**src/design/sbsc_pkg.sv**
```systemverilog
// ----------------------------------------------------------------------------
// sbsc_pkg
// Types, register indexes, result codes and helpers shared by the spectral
// band symptom classifier and its checker.
// ----------------------------------------------------------------------------
package sbsc_pkg;

    // Fixed field widths
    localparam int BinWidth  = 5;
    localparam int MagWidth  = 20;
    localparam int RunWidth  = 4;
    localparam int CfgIdxWidth  = 3;
    localparam int CfgDataWidth = 20;

    // Bins at or above this number never count toward a peak
    localparam int SpectrumBins = 32;

    localparam int DefCooldownFrames = 2;

    // Stream packing
    localparam int InDataWidth  = 32;   // bin_index, magnitude, zero fill
    localparam int OutDataWidth = 48;   // symptom, intensity, led mode, peaks, fill

    typedef enum logic [CfgIdxWidth-1:0] {
        REG_TREMOR_BIN_LOW  = 3'd0,
        REG_TREMOR_BIN_HIGH = 3'd1,
        REG_DYSK_BIN_LOW    = 3'd2,
        REG_DYSK_BIN_HIGH   = 3'd3,
        REG_THRESH_LOW      = 3'd4,
        REG_THRESH_MEDIUM   = 3'd5,
        REG_THRESH_HIGH     = 3'd6,
        REG_MIN_CONSECUTIVE = 3'd7
    } cfg_index_t;

    typedef enum logic [1:0] {
        SYM_NONE   = 2'd0,
        SYM_TREMOR = 2'd1,
        SYM_DYSK   = 2'd2
    } symptom_t;

    typedef enum logic [1:0] {
        LVL_NONE   = 2'd0,
        LVL_LOW    = 2'd1,
        LVL_MEDIUM = 2'd2,
        LVL_HIGH   = 2'd3
    } intensity_t;

    typedef enum logic [1:0] {
        LED_OFF   = 2'd0,
        LED_BLINK = 2'd1,
        LED_SOLID = 2'd2
    } led_mode_t;

    // Per-band figures of the folded frame peak
    typedef struct packed {
        logic       detect;   // peak strictly above the low threshold
        intensity_t level;    // peak against high, medium, low thresholds
    } band_stat_t;

    typedef struct packed {
        symptom_t   symptom;
        intensity_t intensity;
        led_mode_t  led_mode;
    } verdict_t;

    function automatic intensity_t level_of(
        input logic [MagWidth-1:0] mag,
        input logic [MagWidth-1:0] th_low,
        input logic [MagWidth-1:0] th_medium,
        input logic [MagWidth-1:0] th_high
    );
        intensity_t lvl;
        priority if (mag >= th_high) begin
            lvl = LVL_HIGH;
        end else if (mag >= th_medium) begin
            lvl = LVL_MEDIUM;
        end else if (mag >= th_low) begin
            lvl = LVL_LOW;
        end else begin
            lvl = LVL_NONE;
        end
        return lvl;
    endfunction

endpackage

```
**src/design/sbsc_decide.sv**
```systemverilog
// ----------------------------------------------------------------------------
// sbsc_decide
// Frame decision: run counters per band, dyskinesia priority, tremor
// cooldown after dyskinesia ends, and the symptom/intensity/LED verdict.
// ----------------------------------------------------------------------------
module sbsc_decide #(
    parameter int COOLDOWN_FRAMES = sbsc_pkg::DefCooldownFrames
) (
    input  logic                            aclk,
    input  logic                            aresetn,
    input  logic                            frame_end,
    input  logic [sbsc_pkg::RunWidth-1:0]   min_consecutive,
    input  sbsc_pkg::band_stat_t            tremor_stat,
    input  sbsc_pkg::band_stat_t            dysk_stat,
    output sbsc_pkg::verdict_t              verdict
);

    localparam int CdWidth = (COOLDOWN_FRAMES > 0) ? $clog2(COOLDOWN_FRAMES + 1) : 1;

    logic [sbsc_pkg::RunWidth-1:0] tremor_run_reg, tremor_run_next;
    logic [sbsc_pkg::RunWidth-1:0] dysk_run_reg, dysk_run_next;
    logic                          dysk_was_active_reg, dysk_was_active_next;
    logic [CdWidth-1:0]            cooldown_reg, cooldown_next;

    logic               tremor_act;
    logic               dysk_act;
    logic [CdWidth-1:0] cooldown_eff;
    logic               suppressed;

    always_comb begin
        // Runs clear on a miss and saturate at the required count
        if (!tremor_stat.detect) begin
            tremor_run_next = '0;
        end else if (tremor_run_reg < min_consecutive) begin
            tremor_run_next = tremor_run_reg + sbsc_pkg::RunWidth'(1);
        end else begin
            tremor_run_next = tremor_run_reg;
        end

        if (!dysk_stat.detect) begin
            dysk_run_next = '0;
        end else if (dysk_run_reg < min_consecutive) begin
            dysk_run_next = dysk_run_reg + sbsc_pkg::RunWidth'(1);
        end else begin
            dysk_run_next = dysk_run_reg;
        end

        tremor_act = (tremor_run_next >= min_consecutive);
        dysk_act   = (dysk_run_next >= min_consecutive);

        // Falling edge of dyskinesia restarts the cooldown, this frame included
        if (dysk_was_active_reg && !dysk_act) begin
            cooldown_eff = CdWidth'(COOLDOWN_FRAMES);
        end else begin
            cooldown_eff = cooldown_reg;
        end
        suppressed    = (cooldown_eff != '0);
        cooldown_next = suppressed ? cooldown_eff - CdWidth'(1) : cooldown_eff;

        dysk_was_active_next = dysk_act;
    end

    always_comb begin
        verdict.symptom   = sbsc_pkg::SYM_NONE;
        verdict.intensity = sbsc_pkg::LVL_NONE;
        verdict.led_mode  = sbsc_pkg::LED_OFF;
        priority if (dysk_act) begin
            verdict.symptom   = sbsc_pkg::SYM_DYSK;
            verdict.intensity = dysk_stat.level;
        end else if (tremor_act && !suppressed) begin
            verdict.symptom   = sbsc_pkg::SYM_TREMOR;
            verdict.intensity = tremor_stat.level;
        end else begin
            verdict.symptom   = sbsc_pkg::SYM_NONE;
            verdict.intensity = sbsc_pkg::LVL_NONE;
        end
        unique case (verdict.intensity)
            sbsc_pkg::LVL_MEDIUM: verdict.led_mode = sbsc_pkg::LED_BLINK;
            sbsc_pkg::LVL_HIGH:   verdict.led_mode = sbsc_pkg::LED_SOLID;
            default:              verdict.led_mode = sbsc_pkg::LED_OFF;
        endcase
    end

    always_ff @(posedge aclk) begin
        if (!aresetn) begin
            tremor_run_reg      <= '0;
            dysk_run_reg        <= '0;
            dysk_was_active_reg <= 1'b0;
            cooldown_reg        <= '0;
        end else if (frame_end) begin
            tremor_run_reg      <= tremor_run_next;
            dysk_run_reg        <= dysk_run_next;
            dysk_was_active_reg <= dysk_was_active_next;
            cooldown_reg        <= cooldown_next;
        end
    end

endmodule

```
**src/design/spectral_band_symptom_classifier.sv**
```systemverilog
// ----------------------------------------------------------------------------
// spectral_band_symptom_classifier
// Tracks peak magnitudes of a tremor band and a dyskinesia band over one
// spectrum frame and classifies the frame on its last bin.
//
//   channel | direction | handshake          | contents
//   s_      | in        | s_tvalid/s_tready  | one bin: index, magnitude, tlast
//   m_      | out       | m_tvalid/m_tready  | one verdict per frame with peaks
//   cfg_    | in        | cfg_valid/cfg_ready| register index, write data
//
// One bin per cycle unless a last bin is held; each bin passes the input
// register, and the verdict enters the result register as the last bin
// leaves it. cfg_ready is always high. Reset (aresetn low, synchronous)
// restores register defaults and clears peaks, runs and cooldown. An untaken
// verdict holds the next last bin, and all bins behind it; earlier bins flow.
// ----------------------------------------------------------------------------
module spectral_band_symptom_classifier #(
    parameter int COOLDOWN_FRAMES = sbsc_pkg::DefCooldownFrames
) (
    input  logic                                 aclk,
    input  logic                                 aresetn,

    input  logic                                 s_tvalid,
    output logic                                 s_tready,
    // [4:0] bin_index, [24:5] magnitude, [31:25] zero
    input  logic [sbsc_pkg::InDataWidth-1:0]     s_tdata,
    input  logic                                 s_tlast,

    output logic                                 m_tvalid,
    input  logic                                 m_tready,
    // [1:0] symptom, [3:2] intensity, [5:4] intensity_led_mode,
    // [25:6] tremor_peak, [45:26] dysk_peak, [47:46] zero
    output logic [sbsc_pkg::OutDataWidth-1:0]    m_tdata,

    input  logic                                 cfg_valid,
    output logic                                 cfg_ready,
    input  logic [sbsc_pkg::CfgIdxWidth-1:0]     cfg_index,
    input  logic [sbsc_pkg::CfgDataWidth-1:0]    cfg_data
);

    localparam int BW = sbsc_pkg::BinWidth;
    localparam int MW = sbsc_pkg::MagWidth;
    localparam int RW = sbsc_pkg::RunWidth;

    // Configuration registers
    logic [BW-1:0] tremor_lo_reg, tremor_hi_reg, dysk_lo_reg, dysk_hi_reg;
    logic [MW-1:0] th_low_reg, th_medium_reg, th_high_reg;
    logic [RW-1:0] min_consec_reg;

    // Input register
    logic          in_valid_reg, in_valid_next;
    logic [BW-1:0] in_bin_reg;
    logic [MW-1:0] in_mag_reg;
    logic          in_last_reg;

    // Frame peaks
    logic [MW-1:0] tremor_peak_reg, tremor_peak_next;
    logic [MW-1:0] dysk_peak_reg, dysk_peak_next;

    // Result register
    logic                 m_valid_reg, m_valid_next;
    sbsc_pkg::verdict_t   m_verdict_reg;
    logic [MW-1:0]        m_tremor_peak_reg, m_dysk_peak_reg;

    logic                 s_accept;
    logic                 out_busy;
    logic                 advance;
    logic                 frame_end;
    logic                 bin_ok;
    logic                 tremor_take, dysk_take;
    sbsc_pkg::band_stat_t tremor_stat, dysk_stat;
    sbsc_pkg::verdict_t   verdict;

    assign cfg_ready = 1'b1;

    always_ff @(posedge aclk) begin
        if (!aresetn) begin
            tremor_lo_reg  <= BW'(4);
            tremor_hi_reg  <= BW'(6);
            dysk_lo_reg    <= BW'(7);
            dysk_hi_reg    <= BW'(8);
            th_low_reg     <= MW'(2400);
            th_medium_reg  <= MW'(6400);
            th_high_reg    <= MW'(12800);
            min_consec_reg <= RW'(3);
        end else if (cfg_valid && cfg_ready) begin
            unique case (sbsc_pkg::cfg_index_t'(cfg_index))
                sbsc_pkg::REG_TREMOR_BIN_LOW:  tremor_lo_reg  <= cfg_data[BW-1:0];
                sbsc_pkg::REG_TREMOR_BIN_HIGH: tremor_hi_reg  <= cfg_data[BW-1:0];
                sbsc_pkg::REG_DYSK_BIN_LOW:    dysk_lo_reg    <= cfg_data[BW-1:0];
                sbsc_pkg::REG_DYSK_BIN_HIGH:   dysk_hi_reg    <= cfg_data[BW-1:0];
                sbsc_pkg::REG_THRESH_LOW:      th_low_reg     <= cfg_data[MW-1:0];
                sbsc_pkg::REG_THRESH_MEDIUM:   th_medium_reg  <= cfg_data[MW-1:0];
                sbsc_pkg::REG_THRESH_HIGH:     th_high_reg    <= cfg_data[MW-1:0];
                sbsc_pkg::REG_MIN_CONSECUTIVE: min_consec_reg <= cfg_data[RW-1:0];
                default: ;
            endcase
        end
    end

    // Handshake: a last bin may only leave the input register when the
    // result register is free or being drained this cycle
    assign out_busy  = m_valid_reg && !m_tready;
    assign advance   = in_valid_reg && !(in_last_reg && out_busy);
    assign frame_end = advance && in_last_reg;
    assign s_tready  = !in_valid_reg || advance;
    assign s_accept  = s_tvalid && s_tready;

    always_comb begin
        in_valid_next = s_accept || (in_valid_reg && !advance);
    end

    always_ff @(posedge aclk) begin
        if (!aresetn) begin
            in_valid_reg <= 1'b0;
        end else begin
            in_valid_reg <= in_valid_next;
        end
    end

    always_ff @(posedge aclk) begin
        if (s_accept) begin
            in_bin_reg  <= s_tdata[BW-1:0];
            in_mag_reg  <= s_tdata[BW+MW-1:BW];
            in_last_reg <= s_tlast;
        end
    end

    // Fold the bin into both peaks; the band figures are taken from the
    // magnitude or the old peak in parallel and picked afterward
    always_comb begin
        bin_ok = (in_bin_reg != '0) && (32'(in_bin_reg) < 32'(sbsc_pkg::SpectrumBins));
        tremor_take = bin_ok && (in_bin_reg >= tremor_lo_reg) && (in_bin_reg <= tremor_hi_reg)
                      && (in_mag_reg > tremor_peak_reg);
        dysk_take   = bin_ok && (in_bin_reg >= dysk_lo_reg) && (in_bin_reg <= dysk_hi_reg)
                      && (in_mag_reg > dysk_peak_reg);

        tremor_stat.detect = tremor_take ? (in_mag_reg > th_low_reg)
                                         : (tremor_peak_reg > th_low_reg);
        tremor_stat.level  = tremor_take
            ? sbsc_pkg::level_of(in_mag_reg, th_low_reg, th_medium_reg, th_high_reg)
            : sbsc_pkg::level_of(tremor_peak_reg, th_low_reg, th_medium_reg, th_high_reg);
        dysk_stat.detect   = dysk_take ? (in_mag_reg > th_low_reg)
                                       : (dysk_peak_reg > th_low_reg);
        dysk_stat.level    = dysk_take
            ? sbsc_pkg::level_of(in_mag_reg, th_low_reg, th_medium_reg, th_high_reg)
            : sbsc_pkg::level_of(dysk_peak_reg, th_low_reg, th_medium_reg, th_high_reg);

        tremor_peak_next = tremor_take ? in_mag_reg : tremor_peak_reg;
        dysk_peak_next   = dysk_take ? in_mag_reg : dysk_peak_reg;
    end

    always_ff @(posedge aclk) begin
        if (!aresetn) begin
            tremor_peak_reg <= '0;
            dysk_peak_reg   <= '0;
        end else if (frame_end) begin
            tremor_peak_reg <= '0;
            dysk_peak_reg   <= '0;
        end else if (advance) begin
            tremor_peak_reg <= tremor_peak_next;
            dysk_peak_reg   <= dysk_peak_next;
        end
    end

    sbsc_decide #(
        .COOLDOWN_FRAMES (COOLDOWN_FRAMES)
    ) u_decide (
        .aclk            (aclk),
        .aresetn         (aresetn),
        .frame_end       (frame_end),
        .min_consecutive (min_consec_reg),
        .tremor_stat     (tremor_stat),
        .dysk_stat       (dysk_stat),
        .verdict         (verdict)
    );

    always_comb begin
        priority if (frame_end) begin
            m_valid_next = 1'b1;
        end else if (m_tready) begin
            m_valid_next = 1'b0;
        end else begin
            m_valid_next = m_valid_reg;
        end
    end

    always_ff @(posedge aclk) begin
        if (!aresetn) begin
            m_valid_reg <= 1'b0;
        end else begin
            m_valid_reg <= m_valid_next;
        end
    end

    always_ff @(posedge aclk) begin
        if (frame_end) begin
            m_verdict_reg     <= verdict;
            m_tremor_peak_reg <= tremor_peak_next;
            m_dysk_peak_reg   <= dysk_peak_next;
        end
    end

    assign m_tvalid = m_valid_reg;
    assign m_tdata  = {2'b00, m_dysk_peak_reg, m_tremor_peak_reg,
                       m_verdict_reg.led_mode, m_verdict_reg.intensity,
                       m_verdict_reg.symptom};

endmodule

```
**config.mk**
```make
export PLATFORM = sky130hd
export DESIGN_NAME = spectral_band_symptom_classifier
export DESIGN_NICKNAME = d
export VERILOG_FILES = /design/src/design/sbsc_pkg.sv /design/src/design/sbsc_decide.sv /design/src/design/spectral_band_symptom_classifier.sv
export SDC_FILE = /design/constraint.sdc
export NUM_CORES = 1
export LEC_CHECK = 0
export ABC_AREA = 1
export BUFFER_PORTS_ARGS = -buffer_cell sky130_fd_sc_hd__clkbuf_2
export CORE_UTILIZATION = 30
export CTS_BUF_LIST = sky130_fd_sc_hd__clkbuf_8
export CTS_CLUSTER_SIZE = 16
export DETAILED_ROUTE_END_ITERATION = 12
export HOLD_SLACK_MARGIN = 0.12
export PLACE_DENSITY_LB_ADDON = 0.3
export SLEW_MARGIN = 30
export SYNTH_ARGS = -nofsm -noshare
export SYNTH_HDL_FRONTEND = slang
export SYNTH_HIERARCHICAL = 1
export SYNTH_SLANG_ARGS = --single-unit
export TNS_END_PERCENT = 10
```
**constraint.sdc**
```tcl
create_clock -name aclk -period 8.3 [get_ports aclk]
set_input_delay 0.83 -clock aclk [delete_from_list [all_inputs] [get_ports aclk]]
set_output_delay 0.83 -clock aclk [all_outputs]
set_load 0.1 [all_outputs]
```
==> results.txt, run 1 <==
Status: completed
Fraction of layout cells with a size suffix above 1: 0.118
Seq cells post-synth: 209
Synth warn: 6
CTS tree: yes
DRC violations left: 0
Largest family of logic cells by synthesized area: adder cells
Initial antenna violation count: 0
RSZ-0062 raised after global routing: false
DR vias: 12.6k
Largest net degree at the start of global routing: 67
Static Leak: 8.14 nW
Overflow after GRT: 0
Post-synthesis mux area share: 0
Port bufs: 101
Row cnt: 80
DP HPWL: 32500 µm
Max stage delay on crit path: 0.73 ns
Cell family with most CP delay: simple AND/OR/NAND/NOR gates
Crit start category: register
Distinct cells, synth: 34
Final WS setup: 3.43 ns
Final setup viols: 0
H-tree levels: 2
Dpl ws: 3.41 ns
Slew of the pin with the lowest slew margin: 0.957 ns
First DRT Iteration DRCs: 698
Hold Slack: 0.404 ns
Power Density: 180 mW/mm²
Finished Layout Cells: 2648
Starting density of the core: 0.304
Maxcap violations: 0
Syn Area/Cell: 7.66 µm²
Cell Chain, Critical Path: ha_1 > a21oi_1 > o21ai_0 > nor2_1 > nand3_2 > nand2_4 > o21ai_0 > nand3_1 > inv_1 > ha_1 > inv_1 > o21bai_1 > nand3_1 > nand3_2 > nand2_2 > nor2_4 > nand2_1 > nand2_2 > nor2_1
Worst IR Drop VDD: 83.6 µV
Total GRT Usage: 0.180
Crit path DAT: 5.22 ns
Cells after DPL: 2569
Fin crit period: 4.87 ns
Area Overhead vs Synth: 13.7%
Synth Area in XOR/XNOR: 0.00242
Total CTS buffers: 43
Final nets: 2316
Simple-gate portion of the synthesized area: 0.218
Avg Vias per Cell: 4.77
GPL Wtd Cong: 0.862
Reg clk slew, reported paths: 0.06 ns
Critical path type: reg2reg
Post-CTS Resized: 0
# IOs: 112
WL final: 43900 µm
Adder-cell share of the synthesized area: 0.221
Final setup TNS: 0 ns
Die area: 0.0492 mm²
Worst hold-check path type: in2reg
Drt pass-1 iters: 7
Tcrit/Tclk final: 0.586
Sequential-to-total area share from yosys stat: 0.338
Fin. max-slew vios: 0
Slowest cell on crit path: nand2_4
Post-CTS Setup Repair Bufs: 0
Diodes inserted: 0
Antenna Nets Post-Route: 0
Maximum clock frequency: 0.205 GHz
Routed wire per std cell: 16.6 µm
Complex-gate fraction of the synthesized area: 0.128
CP Data Required Time: 8.65 ns
Setup crit end kind: register
Cell area after synthesis: 0.0145 mm²
Crit path buf inv count: 2
Clock Sinks: 209
Core Area: 0.0477 mm²
Vias in the first global route: 12.2k
Global-route wire length before repair: 68200 µm
Post-Synthesis Cells: 1891
Slew HR: 0.360
Multi-input logic area: 0.00826 mm²
Die H: 222 µm
# fillers: 5050
Hold Buf Count CTS: 0
Final Hold Fails: 0
Skew final: 0.0178 ns
Clock Latency Late Sink: 0.60 ns
Worst-path fanout max: 25
Clk root buf: clkbuf_8
Die width: 222 µm
Clock tree buffer depth: 3
Sequential cell area: 0.00490 mm²
worst paths after layout:
check                   startpoint          endpoint  slack, ns  cells past startpoint
hold reg to reg   tremor_lo_reg[3]  tremor_lo_reg[3]       0.46                      2
hold / removal          s_tdata[2]     in_bin_reg[2]       0.40                      1
setup / recovery    in_mag_reg[19]        m_tdata[4]       3.43                     19
setup reg to reg    in_mag_reg[19]        m_tdata[4]       3.43                     19
synthesized netlist by cell type:
library cell,count,area [µm²]
nor2_1,109,409
clkbuf_1,28,105
inv_2,4,15.0
o21ai_0,100,500
o21ai_1,7,35.0
nand3b_1,5,37.5
a21boi_0,3,22.5
nand3_2,6,60.1
nand2_4,2,22.5
nand2_1,425,1600
nand2_2,39,244
edfxtp_1,72,2160
conb_1,2,7.51
o21a_1,6,45.0
clkbuf_2,1,5.00
buf_2,7,35.0
nor2_4,1,11.3
dfxtp_1,137,2740
nor3_1,9,45.0
buf_8,2,30.0
xnor2_1,4,35.0
o211ai_1,17,128
nor2_2,8,50.1
inv_1,279,1050
o21bai_1,4,30.0
nor3b_1,2,15.0
nand3_1,115,576
nand4_1,14,87.6
ha_1,256,3200
a21oi_1,208,1040
buf_4,10,75.1
buf_6,2,22.5
a21oi_2,1,8.76
a21o_1,6,45.0
kinds of logic (layout without fill, tap and decap cells):
family | after synthesis | in the layout
adders and majority gates | 256 | 256
xor gates and xnor gates | 4 | 4
buffers and inverters | 333 | 474
DFF | 209 | 209
other | 2 | 3
and+or+nand+nor | 735 | 735
AOI/OAI and AO/OA | 352 | 352
layout by cell type, fill, tap and decap left out, types with 9 or more instances in the layout:
cell	synthesis	final
nand2_1	425	425
inv_1	279	291
ha_1	256	256
a21oi_1	208	208
dfxtp_1	137	137
nand3_1	115	115
nor2_1	109	109
clkbuf_2	1	101
o21ai_0	100	100
edfxtp_1	72	72
clkbuf_8	0	59
nand2_2	39	39
o211ai_1	17	17
nand4_1	14	14
buf_4	10	11
nor3_1	9	9
cell type report:
| type | count | area share |
|---|---|---|
| tap | 615 | 0.0467 |
| timing repair buffer | 112 | 0.0357 |
| clock buffer | 59 | 0.0493 |
| multi-input combinational | 1350 | 0.501 |
| clock inverter | 20 | 0.00501 |
| sequential | 209 | 0.298 |
| inverter | 283 | 0.0645 |
routing by layer:
layer | up-vias | GRT usage | wire length [µm]
li1 | 6490 | - | -
met1 | 5802 | 0.234 | 20500
met2 | 267 | 0.301 | 20300
met3 | 64 | 0.0307 | 1810
met4 | 0 | 0.0616 | 1250
met5 | - | 0 | 0
worst register-to-register path, stage by stage (launching register included):
cell and delay [ns]:
edfxtp_1 0.56, ha_1 0.39, a21oi_1 0.14, o21ai_0 0.12, nor2_1 0.28, nand3_2 0.69
nand2_4 0.73, o21ai_0 0.42, nand3_1 0.23, inv_1 0.06, ha_1 0.29, inv_1 0.04
o21bai_1 0.12, nand3_1 0.09, nand3_2 0.08, nand2_2 0.06, nor2_4 0.13, nand2_1 0.08
nand2_2 0.08, nor2_1 0.05
power breakdown:
| part | total, mW | internal, mW | switching (mW) | leakage (nW) |
|---|---|---|---|---|
| clock network | 1.12 | 0.630 | 0.487 | 0.522 |
| logic | 0.675 | 0.208 | 0.467 | 5.81 |
| registers | 1.17 | 1.12 | 0.0569 | 1.80 |
| total | 2.97 | 1.95 | 1.01 | 8.14 |
metrics by stage:
stage	utilization	power, mW	instance area, µm²
2_1_floorplan	-	1.67	14500
3_3_place_gp	0.326	1.85	15600
3_5_place_dp	0.326	1.87	15600
4_1_cts	0.345	3.02	16500
5_1_grt	0.345	3.16	16500
6_report	0.345	2.97	16500
Note: power is estimated with default switching activity, not from simulation.
==> inputs of run 2 (changes only) <==
--- a/config.mk
+++ b/config.mk
@@ -5,7 +5,7 @@
 export SDC_FILE = /design/constraint.sdc
 export NUM_CORES = 1
 export LEC_CHECK = 0
-export ABC_AREA = 1
+export ABC_AREA = 0
 export BUFFER_PORTS_ARGS = -buffer_cell sky130_fd_sc_hd__clkbuf_2
 export CORE_UTILIZATION = 30
 export CTS_BUF_LIST = sky130_fd_sc_hd__clkbuf_8
==> constraint.sdc (replaced) <==
create_clock -name aclk -period 4.3 [get_ports aclk]
set_input_delay 0.43 -clock aclk [delete_from_list [all_inputs] [get_ports aclk]]
set_output_delay 0.43 -clock aclk [all_outputs]
set_load 0.1 [all_outputs]
==> run 2 against run 1 <==
Compared with the run above: synthesized cell count is 20% lower; register-to-register slack worse by 3.2 ns; sequential share of layout area fell by 1.0 points; clock skew up 0.014 ns; sequential cell count unchanged; critical path depth decreased by 3; power increased by 74%; die area fell by 2.3%; hold slack got worse by 0.25 ns.
==> results.txt, run 2 <==
Crit path DAT: 4.50 ns
Clk root buf: clkbuf_8
Synth warn: 6
Sequential-to-total area share from yosys stat: 0.347
Cells after DPL: 2246
Clock Sinks: 209
Largest net degree at the start of global routing: 102
Worst R2R End: m_tdata[4]
Maxcap violations: 0
CTS tree: yes
Cell area after synthesis: 0.0142 mm²
Power Density: 302 mW/mm²
Asr flop ratio synth: 0
Final Hold Fails: 0
Global-route wire length before repair: 67500 µm
Die width: 219 µm
Overflow after GRT: 0
RSZ-0062 raised after global routing: false
Most frequent cells in the layout: ha_1, nand2_1, inv_1
Avg Vias per Cell: 4.99
Fraction of layout cells with a size suffix above 1: 0.172
Area Overhead vs Synth: 20.6%
First DRT Iteration DRCs: 599
# fillers: 4702
Seq cells post-synth: 209
Worst IR Drop VDD: 155 µV
Area leader, netlist: ha_1
Reg2reg start: in_mag_reg[9]
Hold Path Sink: th_high_reg[10]
Final nets: 2035
Starting density of the core: 0.304
Commonest non-fill, non-tap cell in the layout: ha_1
Critical path type: reg2reg
Combinational share of power: 0.163
Syn Area/Cell: 9.35 µm²
Hold Startpoint: cfg_data[10]
Finished Layout Cells: 2357
Distinct cells, synth: 64
CP Data Required Time: 4.71 ns
Total CTS buffers: 39
Switching portion of total power: 0.290
Port bufs: 101
Final setup TNS: 0 ns
Fin. max-slew vios: 0
# IOs: 112
GPL Wtd Cong: 0.962
Antenna Nets Post-Route: 0
Synth top area share: 0.226
Static Leak: 7.56 nW
DRC violations left: 0
Clock Power Share: 0.421
Final setup viols: 0
Routed wire per std cell: 18.9 µm
Crit start category: register
Total GRT Usage: 0.187
Tcrit/Tclk final: 0.950
Die area: 0.0480 mm²
Clock Latency Late Sink: 0.60 ns
Skew final: 0.0317 ns
WL final: 44500 µm
Top cells by area, synth: ha_1, dfxtp_1, edfxtp_1
Setup crit end kind: register
Fin crit period: 4.09 ns
DR vias: 11.8k
Switching pwr: 1.50 mW
Top FF cell, synth: dfxtp_1
Worst-path fanout max: 6
Die H: 219 µm
Core Area: 0.0466 mm²
Slew of the pin with the lowest slew margin: 0.968 ns
Worst hold-check path type: in2reg
Initial antenna violation count: 1
Drt pass-1 iters: 7
Reg clk slew, reported paths: 0.06 ns
H-tree levels: 2
Share of power burned in registers: 0.416
DP HPWL: 33900 µm
Row cnt: 79
Reg2reg path depth: 16
Most frequent cells after synthesis: ha_1, nand2_1, dfxtp_1
EDFF count, synth: 72
Vias in the first global route: 11.6k
Clock tree buffer depth: 3
Internal power: 3.65 mW
Status: completed
Top-count cell post-synth: ha_1
Post-Synthesis Cells: 1513
Hold path cells: 3
Maximum clock frequency: 0.245 GHz
Slew HR: 0.355
Worst reg-to-reg setup slack: 0.21 ns
run 2: cell types whose count changed after synthesis, sizes merged, moves of 14 or more:
cell	change
inv	-149
nand2b	+21
nor2b	+21
nand2	-213
a21o	+37
nor2	-79
a21oi	-132
a211oi	+16
a21boi	+51
nand3	-105
nand4	+14
o21ai	-60
mux2	+38
mux2i	+66
run 2: layout make-up:
class | count | area (µm²) | area share
multi-input cells | 1119 | 8580 | 0.503
flip-flops and latches | 209 | 4900 | 0.287
repair buffers | 215 | 1460 | 0.0852
well taps | 607 | 759 | 0.0445
clock buffers | 47 | 647 | 0.0379
inverters | 134 | 503 | 0.0295
clock inverters | 25 | 219 | 0.0128
diodes | 1 | 2.50 | 0.000147
run 2: power by group through the flow:
stage / combinational (mW) / sequential (mW) / clock, mW
2_1_floorplan: 0.445 / 2.26 / 0
6_report: 0.838 / 2.14 / 2.17
5_1_grt: 0.923 / 2.15 / 2.32
3_5_place_dp: 0.808 / 2.19 / 0
4_1_cts: 0.840 / 2.14 / 2.24
3_3_place_gp: 0.794 / 2.18 / 0
run 2: worst max path at each step:
stage,startpoint,slack (ns),to
3_3_place_gp,in_mag_reg[14],0.14,m_tdata[4]
3_5_place_dp,in_mag_reg[14],0.11,m_tdata[5]
5_1_grt,in_mag_reg[15],0.02,m_tdata[2]
2_1_floorplan,m_tvalid,0.16,u_decide/tremor_run_reg[3]
4_1_cts,in_mag_reg[14],0.10,m_tdata[5]
6_report,in_mag_reg[9],0.21,m_tdata[4]
run 2: cells by family after synthesis:
group / share of synthesized area
buf+inv: 0.0520
simple gates: 0.140
compound gates: 0.158
other cells: 0.000531
fa+ha+maj: 0.226
flops: 0.347
mux: 0.0769
run 2: worst max-delay path, stage by stage, from the launching register on:
cell	delay (ns)
edfxtp_1	0.42
ha_1	0.33
nand4_1	0.31
nor4_4	0.39
a21bo_1	0.26
o211ai_2	0.10
o211ai_4	0.13
o211ai_1	0.13
o21ai_0	0.11
buf_4	0.17
buf_4	0.15
nand2_1	0.10
mux2i_1	0.08
ha_1	0.20
a2111o_1	0.43
a211o_1	0.35
o32ai_1	0.24
run 2: timing repair:
action / in CTS / in global routing
hold buffers: 36 / 0
resized for setup: 0 / 4
endpoints found under the hold margin: 54 / 0
setup endpoints to repair: 0 / 5
buffers inserted: 0 / 2
run 2: metal layers:
metal / vias to the layer above / part of all wire / routed length, µm / track usage
met5: - / 0.00018 / 8 / 0
met4: 2 / 0.029 / 1300 / 0.0625
met3: 69 / 0.047 / 2110 / 0.0341
met2: 236 / 0.44 / 19700 / 0.299
met1: 5588 / 0.48 / 21300 / 0.252
li1: 5868 / - / - / -
run 2: stage by stage:
stage	instance area (µm²)	hold slack (ns)	util	total power, mW	worst slack [ns]
2_1_floorplan	14200	0.443	-	2.70	0.162
3_3_place_gp	15800	0.454	0.339	2.98	0.136
3_5_place_dp	15800	0.460	0.339	2.99	0.113
4_1_cts	17000	0.120	0.366	5.22	0.104
5_1_grt	17100	0.131	0.367	5.39	0.0244
6_report	17100	0.158	0.367	5.15	0.213
==> inputs of run 3 (changes only) <==
--- a/config.mk
+++ b/config.mk
@@ -8,7 +8,7 @@
 export ABC_AREA = 0
 export BUFFER_PORTS_ARGS = -buffer_cell sky130_fd_sc_hd__clkbuf_2
 export CORE_UTILIZATION = 30
-export CTS_BUF_LIST = sky130_fd_sc_hd__clkbuf_8
+export CTS_BUF_LIST = sky130_fd_sc_hd__clkbuf_4 sky130_fd_sc_hd__clkbuf_8
 export CTS_CLUSTER_SIZE = 16
 export DETAILED_ROUTE_END_ITERATION = 12
 export HOLD_SLACK_MARGIN = 0.12
==> run 3 against run 2 <==
Compared with the run above: cell count unchanged; wire length about the same; final area increased by 0.24%; sequential share of layout area decreased by 0.069 points; clock-buffer cell count increased by 11; fmax decreased by 1.3%; critical path depth increased by 4; critical path type unchanged; critical endpoint is now m_tdata[2]; largest power group unchanged.
==> results.txt, run 3 (same netlist as run 2, synthesis figures left out) <==
Slew of the pin with the lowest slew margin: 0.936 ns
Setup crit end kind: register
Row cnt: 79
H-tree levels: 2
Multi-input logic area: 0.00858 mm²
RSZ-0062 raised after global routing: false
Switching pwr: 1.49 mW
Fraction of layout cells with a size suffix above 1: 0.178
Final setup TNS: 0 ns
Die width: 219 µm
Clk root buf: clkbuf_8
Crit path from: in_mag_reg[15]
Initial antenna violation count: 1
Switching portion of total power: 0.285
Total GRT Usage: 0.187
Vias in the first global route: 11.6k
Reg2reg start: in_mag_reg[15]
Worst R2R End: m_tdata[2]
DR vias: 11.8k
Power Density: 306 mW/mm²
Commonest non-fill, non-tap cell in the layout: ha_1
Fin. max-slew vios: 0
Core Area: 0.0466 mm²
Combinational share of power: 0.160
Skew final: 0.0299 ns
Final nets: 2035
Share of power burned in registers: 0.409
Hold Slack: 0.160 ns
Final WS setup: 0.160 ns
WL final: 44500 µm
Final Hold Fails: 0
Sequential cell area: 0.00490 mm²
Largest net degree at the start of global routing: 102
Slew HR: 0.376
Most frequent cells in the layout: ha_1, nand2_1, dfxtp_1
Area Overhead vs Synth: 20.9%
Dpl ws: 0.113 ns
Overflow after GRT: 0
Worst setup path endpoint: m_tdata[2]
Die H: 219 µm
Maximum clock frequency: 0.242 GHz
First DRT Iteration DRCs: 559
Status: completed
Starting density of the core: 0.304
DP HPWL: 33900 µm
DRC violations left: 0
Worst-path fanout max: 8
# fillers: 4708
Routed wire per std cell: 18.9 µm
Drt pass-1 iters: 7
Die area: 0.0480 mm²
Maxcap violations: 0
Port bufs: 101
Total CTS buffers: 39
Fin crit period: 4.14 ns
Power after layout: 5.24 mW
Hold Startpoint: cfg_data[10]
CP Data Required Time: 4.64 ns
CTS tree: yes
Worst IR Drop VDD: 154 µV
Worst hold-check path type: in2reg
Reg2reg path depth: 20
Critical path type: reg2reg
Internal power: 3.75 mW
Avg Vias per Cell: 5.00
# IOs: 112
Clock Latency Late Sink: 0.60 ns
Worst reg-to-reg setup slack: 0.16 ns
GPL Wtd Cong: 0.962
Static Leak: 7.56 nW
Crit start category: register
Tcrit/Tclk final: 0.963
Antenna Nets Post-Route: 0
Crit path DAT: 4.48 ns
Clock Power Share: 0.431
Clock Sinks: 209
Final core occ: 0.368
Final setup viols: 0
Reg clk slew, reported paths: 0.06 ns
Clock tree buffer depth: 3
Global-route wire length before repair: 67500 µm
## run 3: how the worst min path moves through the flow
stage	cells after the start	slack [ns]	to
after floorplan	2	0.44	th_low_reg[14]
after global placement	2	0.45	th_medium_reg[3]
after detailed placement	2	0.46	th_medium_reg[3]
after CTS	3	0.12	th_low_reg[14]
after global routing	3	0.13	th_low_reg[14]
final	3	0.16	th_high_reg[10]
## run 3: power groups by stage
stage,Clock [mW],Combinational (mW),Sequential (mW)
floorplan,0,0.445,2.26
global placement,0,0.794,2.18
detailed placement,0,0.808,2.19
CTS,2.33,0.840,2.14
global route,2.41,0.923,2.15
finish,2.26,0.838,2.14
## run 3: routing by layer
metal,GRT usage,up-vias,share of wire
li1,-,5874,-
met2,0.299,222,0.45
met5,0,-,0.00018
met4,0.0625,2,0.028
met1,0.253,5621,0.48
met3,0.0341,67,0.045
## run 3: repair_timing
item / 4_1_cts / 5_1_grt
resized for setup: 0 / 4
buffers inserted: 0 / 2
setup endpoints to repair: 0 / 5
hold endpoints to repair: 54 / 0
hold buffers: 36 / 0
## run 3: worst max-delay path, cell delays in order (launching register included)
cell	delay, ns
edfxtp_1	0.43
buf_4	0.19
ha_1	0.30
nand4_1	0.21
nor4_1	0.34
buf_4	0.17
o21ai_0	0.14
o211ai_1	0.15
o211ai_2	0.13
o211ai_1	0.13
o21ai_0	0.11
buf_4	0.18
buf_4	0.16
nand2_1	0.08
mux2i_1	0.07
ha_1	0.21
a211o_1	0.27
a31oi_1	0.14
a211o_1	0.22
inv_1	0.09
a22o_1	0.18
## run 3: through the flow
stage | std cells | area (µm²)
floorplan | 1514 | 14200
global placement | 2246 | 15800
detailed placement | 2246 | 15800
CTS | 2354 | 17100
global route | 2356 | 17100
finish | 2357 | 17100
## run 3: area by class of cell
cell class              count  area share
clock inverters            14      0.0104
repair buffers            215      0.0850
inverters                 134      0.0294
well taps                 607      0.0444
multi-input cells        1119       0.501
clock buffers              58      0.0426
flip-flops and latches    209       0.287
diodes                      1    0.000146
